[src/rtl/core/vertex_pack_dedup_indexer_unit_assert.svh]
// Assertion macros for the vertex dedup indexer.
`ifndef VERTEX_PACK_DEDUP_INDEXER_UNIT_ASSERT_SVH
`define VERTEX_PACK_DEDUP_INDEXER_UNIT_ASSERT_SVH
`ifndef SYNTHESIS
`define VPDI_ASSERT(lbl, prop) lbl: assert property (@(posedge clk) disable iff (!arst_n) \
	prop) else $error("vpdi assertion failed");
`define VPDI_ASSERT_NEXT(lbl, a, b) lbl: assert property (@(posedge clk) disable iff (!arst_n) \
	(a) |=> (b)) else $error("vpdi assertion failed");
`else
`define VPDI_ASSERT(lbl, prop)
`define VPDI_ASSERT_NEXT(lbl, a, b)
`endif
`endif

[src/rtl/core/vpdi_ram.sv]
// Generic single write, single registered read RAM.
`default_nettype none
module vpdi_ram #(
	parameter int WIDTH = 8,
	parameter int DEPTH = 16
) (
	input  wire logic                     clk,
	input  wire logic                     we,
	input  wire logic [$clog2(DEPTH)-1:0] waddr,
	input  wire logic [WIDTH-1:0]         wdata,
	input  wire logic [$clog2(DEPTH)-1:0] raddr,
	output logic      [WIDTH-1:0]         rdata
);
	logic [WIDTH-1:0] mem [DEPTH];

	always_ff @(posedge clk) begin
		if (we) begin
			mem[waddr] <= wdata;
		end
		rdata <= mem[raddr];
	end
endmodule
`default_nettype wire

[config.mk]
export PLATFORM = sky130hd
export DESIGN_NAME = vpdi_ram
export DESIGN_NICKNAME = d
export VERILOG_FILES = /design/src/rtl/core/vertex_pack_dedup_indexer_unit_assert.svh /design/src/rtl/core/vpdi_ram.sv
export SDC_FILE = /design/constraint.sdc
export NUM_CORES = 1
export LEC_CHECK = 0
export BUFFER_PORTS_ARGS = -buffer_cell sky130_fd_sc_hd__buf_4
export CAP_MARGIN = 30
export CORE_ASPECT_RATIO = 0.9
export CORE_MARGIN = 2
export CORE_UTILIZATION = 60
export DETAILED_ROUTE_END_ITERATION = 16
export PLACE_DENSITY = 0.75
export SLEW_MARGIN = 30
export SYNTH_ARGS = -nofsm -noshare
export SYNTH_HDL_FRONTEND = slang
export SYNTH_SLANG_ARGS = --single-unit
[constraint.sdc]
create_clock -name clk -period 2.8 [get_ports clk]
set_clock_uncertainty 0.15 [all_clocks]
set_input_delay 0.56 -clock clk [delete_from_list [all_inputs] [get_ports clk]]
set_output_delay 0.56 -clock clk [all_outputs]
set_load 0.01 [all_outputs]
==> results.md <==
* Result of the run: finished, final reports clean
* CP max FO at 15
* Max incr delay on CP at between 500 and 600 ps
* Arrival time at the worst endpoint at 2060 ps
* Unrepaired setup endpoints after global routing: no
* Antenna violations before repair at 0
* Max-slew headroom at 54.3%
* Fmax at between 500 and 600 MHz
* Vias/cell at a little under 6
* Source-to-sink clock delay at the later pin of the worst-skew pair at approximately 520 ps
* Number of buffers added on ports at 25
* Per-instance average area after synthesis at about 22 um2
* # nets final at approximately 300
* Vias in the first global route at 2418
* Max Root-Sink Buffers at 2
* Portion of the post-synthesis area used by sequential elements at between 70% and 80%
* Final WL at 9700 um
* Root buffer selected by CTS: sky130_fd_sc_hd__clkbuf_8
* Count of final setup violators at 0
* Data required time at the worst endpoint at between 3000 and 4000 ps
* Total cell area at the placement stage at approximately 0.0055 mm2
* Setup TNS at 0 ps
* Fraction of registers with async set/reset at 0%
* Total power per unit cell area at ~790 mW/mm2
* Synth area leader: sky130_fd_sc_hd__edfxtp_1
* Total die area at a little over 0.009 mm2
* Worst slack on hold paths at ~200 ps
* Library cells used by synthesis at 19
* Slowest CP cell: sky130_fd_sc_hd__mux4_1
* I/O pin cnt at 26
* Cell family contributing the most delay on the critical path: multiplexers
* Y dimension of the die at approximately 90 um
* # Max-Cap Violations at 0
* Cells after Synth at 229
* Hold buffer count at cts at 0
* Remaining Overflow, GRT at 0
* Top FF cell, synth: sky130_fd_sc_hd__edfxtp_1
* Count of endpoints failing hold in the final timing report at 0
* Synthesis-stage register bit count at ~140
* Largest cells by area after synthesis: sky130_fd_sc_hd__edfxtp_1 75%, sky130_fd_sc_hd__mux4_2 7.9%, sky130_fd_sc_hd__mux4_1 7.1%, sky130_fd_sc_hd__dfxtp_1 3.1%, sky130_fd_sc_hd__a22oi_1 2.3%
* Worst setup slack before clock tree synthesis at 495 ps
* DRC violations left at 0
* Number of H-tree levels at 4
* Vias after detailed routing at 2441
* Chip Width at slightly above 100 um
* Number of buffers and inverters on the critical path at 2
* Max rail drop VDD at between 0.4 and 0.5 mV
* Worst min path class: primary input to flip-flop
* First-pass GRT wire length at ~14000 um
* Share of layout cells above drive strength 1 at a little under a third
* Maximum number of pins on one net before global-route repair at 33
* Synthesized netlist net count at approximately 250
* Buffers inserted by post-CTS timing repair at 0
* Critical path capture point type: flip-flop
* Worst-margin pin slew at 684 ps
* Top post-synthesis cells by count: 128 x sky130_fd_sc_hd__edfxtp_1, 18 x sky130_fd_sc_hd__mux4_2, 16 x sky130_fd_sc_hd__a22oi_1
* Number of clock sinks at between 100 and 150
* Worst-case setup margin in the final layout at approximately 990 ps
* Cells traversed along the worst timing path: buf_4, buf_12, mux4_1, a22oi_1, nand2_1
* Final weighted congestion in routability-driven placement at 0.748
* Wire length per cell at about 23 um
* Cell area after synthesis at around 0.0051 mm2
* Area growth from synthesis to layout at 20.0%
* Final ANT Viol Nets at 0
* Combined global-route utilization of all metal layers at 23.1%
* Most used standard cell by instance count after synthesis: sky130_fd_sc_hd__edfxtp_1
* Number of buffers created by CTS at 17
* Number of violations reported at the end of detailed-routing iteration 0 at 213
* Clock transition at path regs at about 60 ps
* Router iterations before antenna repair at 4
* Syn. warnings at 0
* # diodes at 0
* CTS tree: yes
* Count of flip-flops with a built-in enable after synthesis at between 100 and 150
* Total of cells resized after clock tree synthesis at 0
* Crit path launch type: primary input
* Post-DP HPWL at about 5900 um
* Post-route minimum period at between 1500 and 2000 ps
* Period utilisation layout at about two thirds
* Total number of placement rows at 32
* Initial core utilization at roughly 61%
* Type of the worst setup path: primary input to flip-flop
* Share of the synthesized area in the top cell type at 74.7%
* Layout Cell Area excl Fill at between 0.006 and 0.007 mm2
* Core Region at between 0.008 and 0.009 mm2
* Leakage power of the design at between 2 and 2.5 nW
* Max-slew violation total from the final report at 0
==> through the flow <==
stage | power [mW] | util [%] | std cells
floorplan | 2.45 | - | 229
global placement | 2.55 | 65.6 | 381
detailed placement | 2.56 | 65.6 | 381
CTS | 4.89 | 73.1 | 413
global route | 5.01 | 73.1 | 413
finish | 4.86 | 73.1 | 413
==> metal layers <==
metal	part of all wire, %	wire [um]	vias to the layer above	GRT usage, %
met4	1.2	114	0	7.77
met3	6.1	594	8	6.94
met1	43	4160	1259	33.5
met5	0	0	-	0
met2	50	4830	101	34.1
li1	-	-	1073	-
==> registers in the layout, summed over array words and instances (netlist names) <==
register  cells
rdata         8
mem         128
==> final timing paths <==
path              cells past startpoint   endpoint  slack [ps]        from
setup / recovery                      5   rdata[5]         990    raddr[0]
hold / removal                        1  mem[5][4]         200    wdata[4]
setup reg to reg                      3   rdata[5]        1210   mem[2][5]
hold reg to reg                       3   rdata[2]         530  mem[11][2]
==> cell usage in the layout, fill, tap and decap left out, types with 2 or more instances in the layout <==
cell type | synthesis | final
sky130_fd_sc_hd__nand2_1 | 9 | 9
sky130_fd_sc_hd__clkinv_2 | 0 | 4
sky130_fd_sc_hd__edfxtp_1 | 128 | 128
sky130_fd_sc_hd__clkbuf_16 | 0 | 16
sky130_fd_sc_hd__nor2_1 | 13 | 13
sky130_fd_sc_hd__nand2b_1 | 2 | 2
sky130_fd_sc_hd__dfxtp_1 | 8 | 8
sky130_fd_sc_hd__clkinvlp_4 | 0 | 3
sky130_fd_sc_hd__clkbuf_8 | 0 | 2
sky130_fd_sc_hd__buf_4 | 1 | 42
sky130_fd_sc_hd__a22oi_1 | 16 | 16
sky130_fd_sc_hd__nand3b_1 | 2 | 2
sky130_fd_sc_hd__nor3_1 | 4 | 4
sky130_fd_sc_hd__mux4_1 | 14 | 14
sky130_fd_sc_hd__mux4_2 | 18 | 18
sky130_fd_sc_hd__bufinv_16 | 0 | 5
==> area by class of cell <==
cell class                      instances  area [um2]
Clock buffer                           19         432
Multi-Input combinational cell         83        1060
Fill cell                             485        2270
Clock inverter                         13         201
Tap cell                              119         149
Timing Repair Buffer                   43         335
Sequential cell                       136        4000
==> power by group <==
| part | internal (mW) | switching, mW | total, mW | leakage [nW] |
|---|---|---|---|---|
| sequential | 2.28 | 0.0133 | 2.29 | 1.22 |
| combinational | 0.103 | 0.122 | 0.225 | 0.591 |
| clock | 1.55 | 0.788 | 2.34 | 0.304 |
==> cells by family (layout without fill, tap and decap cells) <==
logic type,after synthesis,in the layout,synth area share (%)
AO/OA/AOI/OAI,16,16,2.33
buffers and inverters,10,75,1.68
multiplexers,32,32,15.0
flip-flops,136,136,77.8
AND/OR/NAND/NOR,35,35,3.18
==> worst reg2reg max path, stage by stage (launching register included) <==
cell and delay (ps):
sky130_fd_sc_hd__edfxtp_1 390, sky130_fd_sc_hd__mux4_1 520, sky130_fd_sc_hd__a22oi_1 330, sky130_fd_sc_hd__nand2_1 90
Power figures use the tool's default switching activity.
