## src/rtl/core/vertex_pack_dedup_indexer_unit_assert.svh

```systemverilog
// Assertion macros for the vertex dedup indexer.
`ifndef VERTEX_PACK_DEDUP_INDEXER_UNIT_ASSERT_SVH
`define VERTEX_PACK_DEDUP_INDEXER_UNIT_ASSERT_SVH
`ifndef SYNTHESIS
`define VPDI_ASSERT(lbl, prop) lbl: assert property (@(posedge clk) disable iff (!arst_n) \
	prop) else $error("vpdi assertion failed");
`define VPDI_ASSERT_NEXT(lbl, a, b) lbl: assert property (@(posedge clk) disable iff (!arst_n) \
	(a) |=> (b)) else $error("vpdi assertion failed");
`else
`define VPDI_ASSERT(lbl, prop)
`define VPDI_ASSERT_NEXT(lbl, a, b)
`endif
`endif

```

## src/rtl/core/vpdi_pkg.sv

```systemverilog
// Shared types, constants and helpers for the vertex dedup indexer.
`default_nettype none
package vpdi_pkg;
	localparam int TABLE_SLOTS  = 8192;
	localparam int SLOT_W       = $clog2(TABLE_SLOTS);
	localparam int MAX_VERTICES = 4096;
	localparam int INDEX_LIMIT  = 4096;
	localparam int VLIMIT       = (MAX_VERTICES > INDEX_LIMIT) ? INDEX_LIMIT : MAX_VERTICES;
	localparam int VCNT_W       = 13;
	localparam int IDX_W        = 12;
	localparam int EPOCH_W      = 4;
	localparam int KEY_W        = 32;
	localparam int ENTRY_W      = EPOCH_W + KEY_W + IDX_W;
	localparam int OPND_W       = 17;
	localparam int RES_W        = 11;
	localparam logic [7:0] POS_SCALE = 8'd10;
	localparam logic [7:0] TEX_SCALE = 8'd255;
	localparam logic [2:0] NORMAL_NONE = 3'd6;

	localparam logic [1:0] ST_OK     = 2'd0;
	localparam logic [1:0] ST_OVER   = 2'd1;
	localparam logic [1:0] ST_NONORM = 2'd2;
	localparam logic [1:0] ST_FULL   = 2'd3;

	typedef struct packed {
		logic [OPND_W-1:0] operand;
		logic              is_tex;
	} scale_req_t;

	function automatic logic [SLOT_W-1:0] slot_hash(input logic [KEY_W-1:0] word);
		slot_hash = word[SLOT_W-1:0] ^ word[KEY_W-1 -: SLOT_W];
	endfunction
endpackage
`default_nettype wire

```

## src/rtl/core/vpdi_scale.sv

```systemverilog
// Shared constant-scale unit: axis x10 >> 8, or texture x255 >> 16.
`default_nettype none
module vpdi_scale (
	input  wire vpdi_pkg::scale_req_t           req,
	output logic [vpdi_pkg::RES_W-1:0]          result
);
	import vpdi_pkg::*;

	logic [7:0]          factor;
	logic [OPND_W+7:0]   prod;

	always_comb begin
		factor = req.is_tex ? TEX_SCALE : POS_SCALE;
		prod   = req.operand * factor;
		if (req.is_tex) begin
			result = RES_W'(prod[OPND_W+7:16]);
		end else begin
			result = prod[8 +: RES_W];
		end
	end
endmodule
`default_nettype wire

```

## config.mk

```make
export PLATFORM = sky130hd
export DESIGN_NAME = vpdi_scale
export DESIGN_NICKNAME = d
export VERILOG_FILES = /design/src/rtl/core/vertex_pack_dedup_indexer_unit_assert.svh /design/src/rtl/core/vpdi_pkg.sv /design/src/rtl/core/vpdi_scale.sv
export SDC_FILE = /design/constraint.sdc
export NUM_CORES = 1
export LEC_CHECK = 0
export ABC_AREA = 1
export BUFFER_PORTS_ARGS = -buffer_cell sky130_fd_sc_hd__buf_4
export CAP_MARGIN = 20
export CORE_UTILIZATION = 59
export DETAILED_ROUTE_END_ITERATION = 10
export GPL_TIMING_DRIVEN = 0
export PLACE_DENSITY = 0.89
export SLEW_MARGIN = 15
export SYNTH_ARGS = -nofsm -noshare
export SYNTH_HDL_FRONTEND = slang
export SYNTH_SLANG_ARGS = --single-unit
```

## constraint.sdc

```tcl
create_clock -name vclk -period 9.7
set_clock_uncertainty 0.15 [all_clocks]
set_input_delay 1.94 -clock vclk [all_inputs]
set_output_delay 1.94 -clock vclk [all_outputs]
set_load 0.03 [all_outputs]
```

==> results.md <==
* Clk pwr share at 0
* Worst slew margin at 0.725
* Internal power at 0.000508 W
* Hpwl dp at 8480 um
* Initial antenna violation count at 0
* CP max FO at 10
* Pre-CTS WS at 0.265 ns
* Min-Delay Endpoint: result[6]
* DR DRC count at 0
* Hold buffer count at cts at 0
* WL/cell at 13.9 um
* Tcrit/Tclk final at 0.956
* Logic gate share of total power at 1.000
* Syn Std Cell Area at 0.00410 mm^2
* Fin crit period at 9.28 ns
* Footprint of the multi-input gates at 0.00347 mm^2
* Setup violators final at 0
* Final Hold Vio Count at 0
* Cell Area, Placed at 0.00442 mm^2
* Worst setup margin at 0.425 ns
* Fin nets at 741
* Register share of total power at 0
* Max Cap Viol at 0
* Vias in the first global route at 3,814
* 1st-iter DRT viols at 204
* Core area at 0.00676 mm^2
* WS Path Type: in -> out
* Via/cell ratio at 5.48
* Psw at 0.000924 W
* DRT antenna net count at 0
* Resize count post-CTS at 0
* Hold Path Depth at 6
* Worst setup EP type: output port
* Clk_buf instances at 0
* # IOs at 29
* CP startpoint kind: primary input
* First drt pass iteration count at 4
* Routed vias at 3,739
* Synth top cells by count: 157 x inv_1, 97 x nand2_1, 66 x fa_1
* GPL Wtd Cong at 0.945
* CP arrival at 7.19 ns
* Synth top area share at 0.322
* Cell count after synthesis at 573
* Final WL at 9470 um
* Run status: finished clean
* Finished Core Util at 0.654
* Post-Syn Nets at 710
* Most common cell in the synthesized netlist: inv_1
* Achievable frequency at 108 MHz
* Register area share after synthesis at 0
* Post-placement cell count at 682
* Number of core rows at 30
* Syn. warnings at 0
* Slew Viols, Final at 0
* Post-CTS setup buffers at 0
* Final std cell area, no fill at 0.00442 mm^2
* IR drop worst, VDD at 0.447 mV
* Seq. cell area at 0 um^2
* Largest net degree at the start of global routing at 11
* Die width at 85.3 um
* Die ar. at 0.00728 mm^2
* Gr ovfl total at 0
* Worst slew pin tran at 0.409 ns
* Vert. Die Dim at 85.3 um
* Syn avg cell area at 7.15 um^2
* Critical Path RT at 7.61 ns
* Antenna cells at 0
* Switching portion of total power at 0.645
* Fillers at 570
* Sum Neg Setup Slack at 0 ns
* Ratio of cells with drive above 1 in the final layout at 0.105
* Critical path launch point: req[0]
* Non-Filler Instances at 682
* Top cells by area, synth: fa_1 32%, ha_1 16%, inv_1 14%, nand2_1 8.9%, a21oi_1 4.9%
* Leak Pwr at 2.60 nW
* Global Route Usage Sum at 0.280
* Initial Util at 0.606
* HP Class: in -> out
* Cell variety after synth at 35
* Worst Min Path Start: req[0]
* Area Overhead vs Synth at 7.79%
* Num sequential at 0
* First-pass GRT wire length at 16,700 um
* Port Buffer Count at 29
* Pwr dens at 324 mW/mm^2
* Post-synth top area cell: fa_1
* RSZ-0062 raised after global routing: false
power groups by stage:
stage	Combinational (W)	Clock [W]	Sequential (W)
floorplan	0.00104	0	0
global placement	0.00137	0	0
detailed placement	0.00141	0	0
CTS	0.00142	0	0
global route	0.00160	0	0
finish	0.00143	0	0
per-layer routing:
metal / track usage / part of all wire / up-vias
met5: 0 / 0 / -
met4: 0.0455 / 0.017 / 0
met3: 0.00875 / 0.046 / 18
met2: 0.512 / 0.50 / 128
met1: 0.379 / 0.44 / 1778
li1: - / - / 1815
how the worst max path moves through the flow:
stage,slack [ns],cells past startpoint,end
floorplan,1.02,20,result[8]
global placement,0.35,22,result[8]
detailed placement,0.27,22,result[8]
CTS,0.23,22,result[8]
global route,0.16,22,result[8]
finish,0.42,22,result[8]
cell usage in the layout, fill, tap and decap left out:
cell type	Yosys	layout
a21boi_0	1	1
a21o_1	2	2
a21oi_1	40	40
a31o_2	1	1
a31oi_1	1	1
and2_1	1	1
buf_2	2	2
buf_4	0	29
buf_6	1	1
clkbuf_2	0	1
clkinv_1	1	1
clkinv_2	1	1
fa_1	66	66
ha_1	53	53
inv_1	157	157
nand2_1	97	97
nand2_2	13	13
nand2_4	3	3
nand3_1	16	16
nand3_2	3	3
nand3_4	1	1
nand3b_2	2	2
nand4_1	4	4
nor2_1	36	36
nor3_1	4	4
nor4_1	3	3
nor4_4	1	1
o21a_1	1	1
o21ai_0	30	30
o21ai_1	4	4
o21ai_2	2	2
o21bai_1	6	6
or2_1	1	1
or2_2	3	3
xnor2_1	1	1
xor2_1	14	14
critical path, cell delays in order:
cell and delay, ns:
buf_4 0.10, buf_6 0.14, buf_2 0.26, clkbuf_2 0.32, nand2_1 0.33, fa_1 0.59, fa_1 0.54, inv_1 0.05
fa_1 0.54, inv_1 0.06, fa_1 0.55, inv_1 0.05, ha_1 0.37, nand2_1 0.13, nor2_1 0.12, inv_1 0.08
nor4_1 0.32, nand4_1 0.18, nand3_1 0.11, nand2_1 0.05, o21ai_1 0.16, buf_4 0.19
layout make-up:
class | instances | share of cell area
well taps | 80 | 0.0227
plain buffers | 4 | 0.00595
repair buffers | 29 | 0.0493
multi-input cells | 410 | 0.787
inverters | 159 | 0.135
per-stage QoR:
step | total power (W) | hold slack [ns]
final | 0.00143 | 4.51
after global routing | 0.00160 | 4.54
after CTS | 0.00142 | 4.50
after detailed placement | 0.00141 | 4.49
after global placement | 0.00137 | 4.48
after floorplan | 0.00104 | 4.25
cell families after synthesis:
logic type | count (synthesis) | synth area share
adder cells (fa/ha/maj) | 119 | 0.484
AND/OR/NAND/NOR | 188 | 0.215
XOR/XNOR | 15 | 0.0321
AO/OA/AOI/OAI | 88 | 0.117
buffers and inverters | 163 | 0.152
No activity file was read; power rests on OpenSTA's default activity.
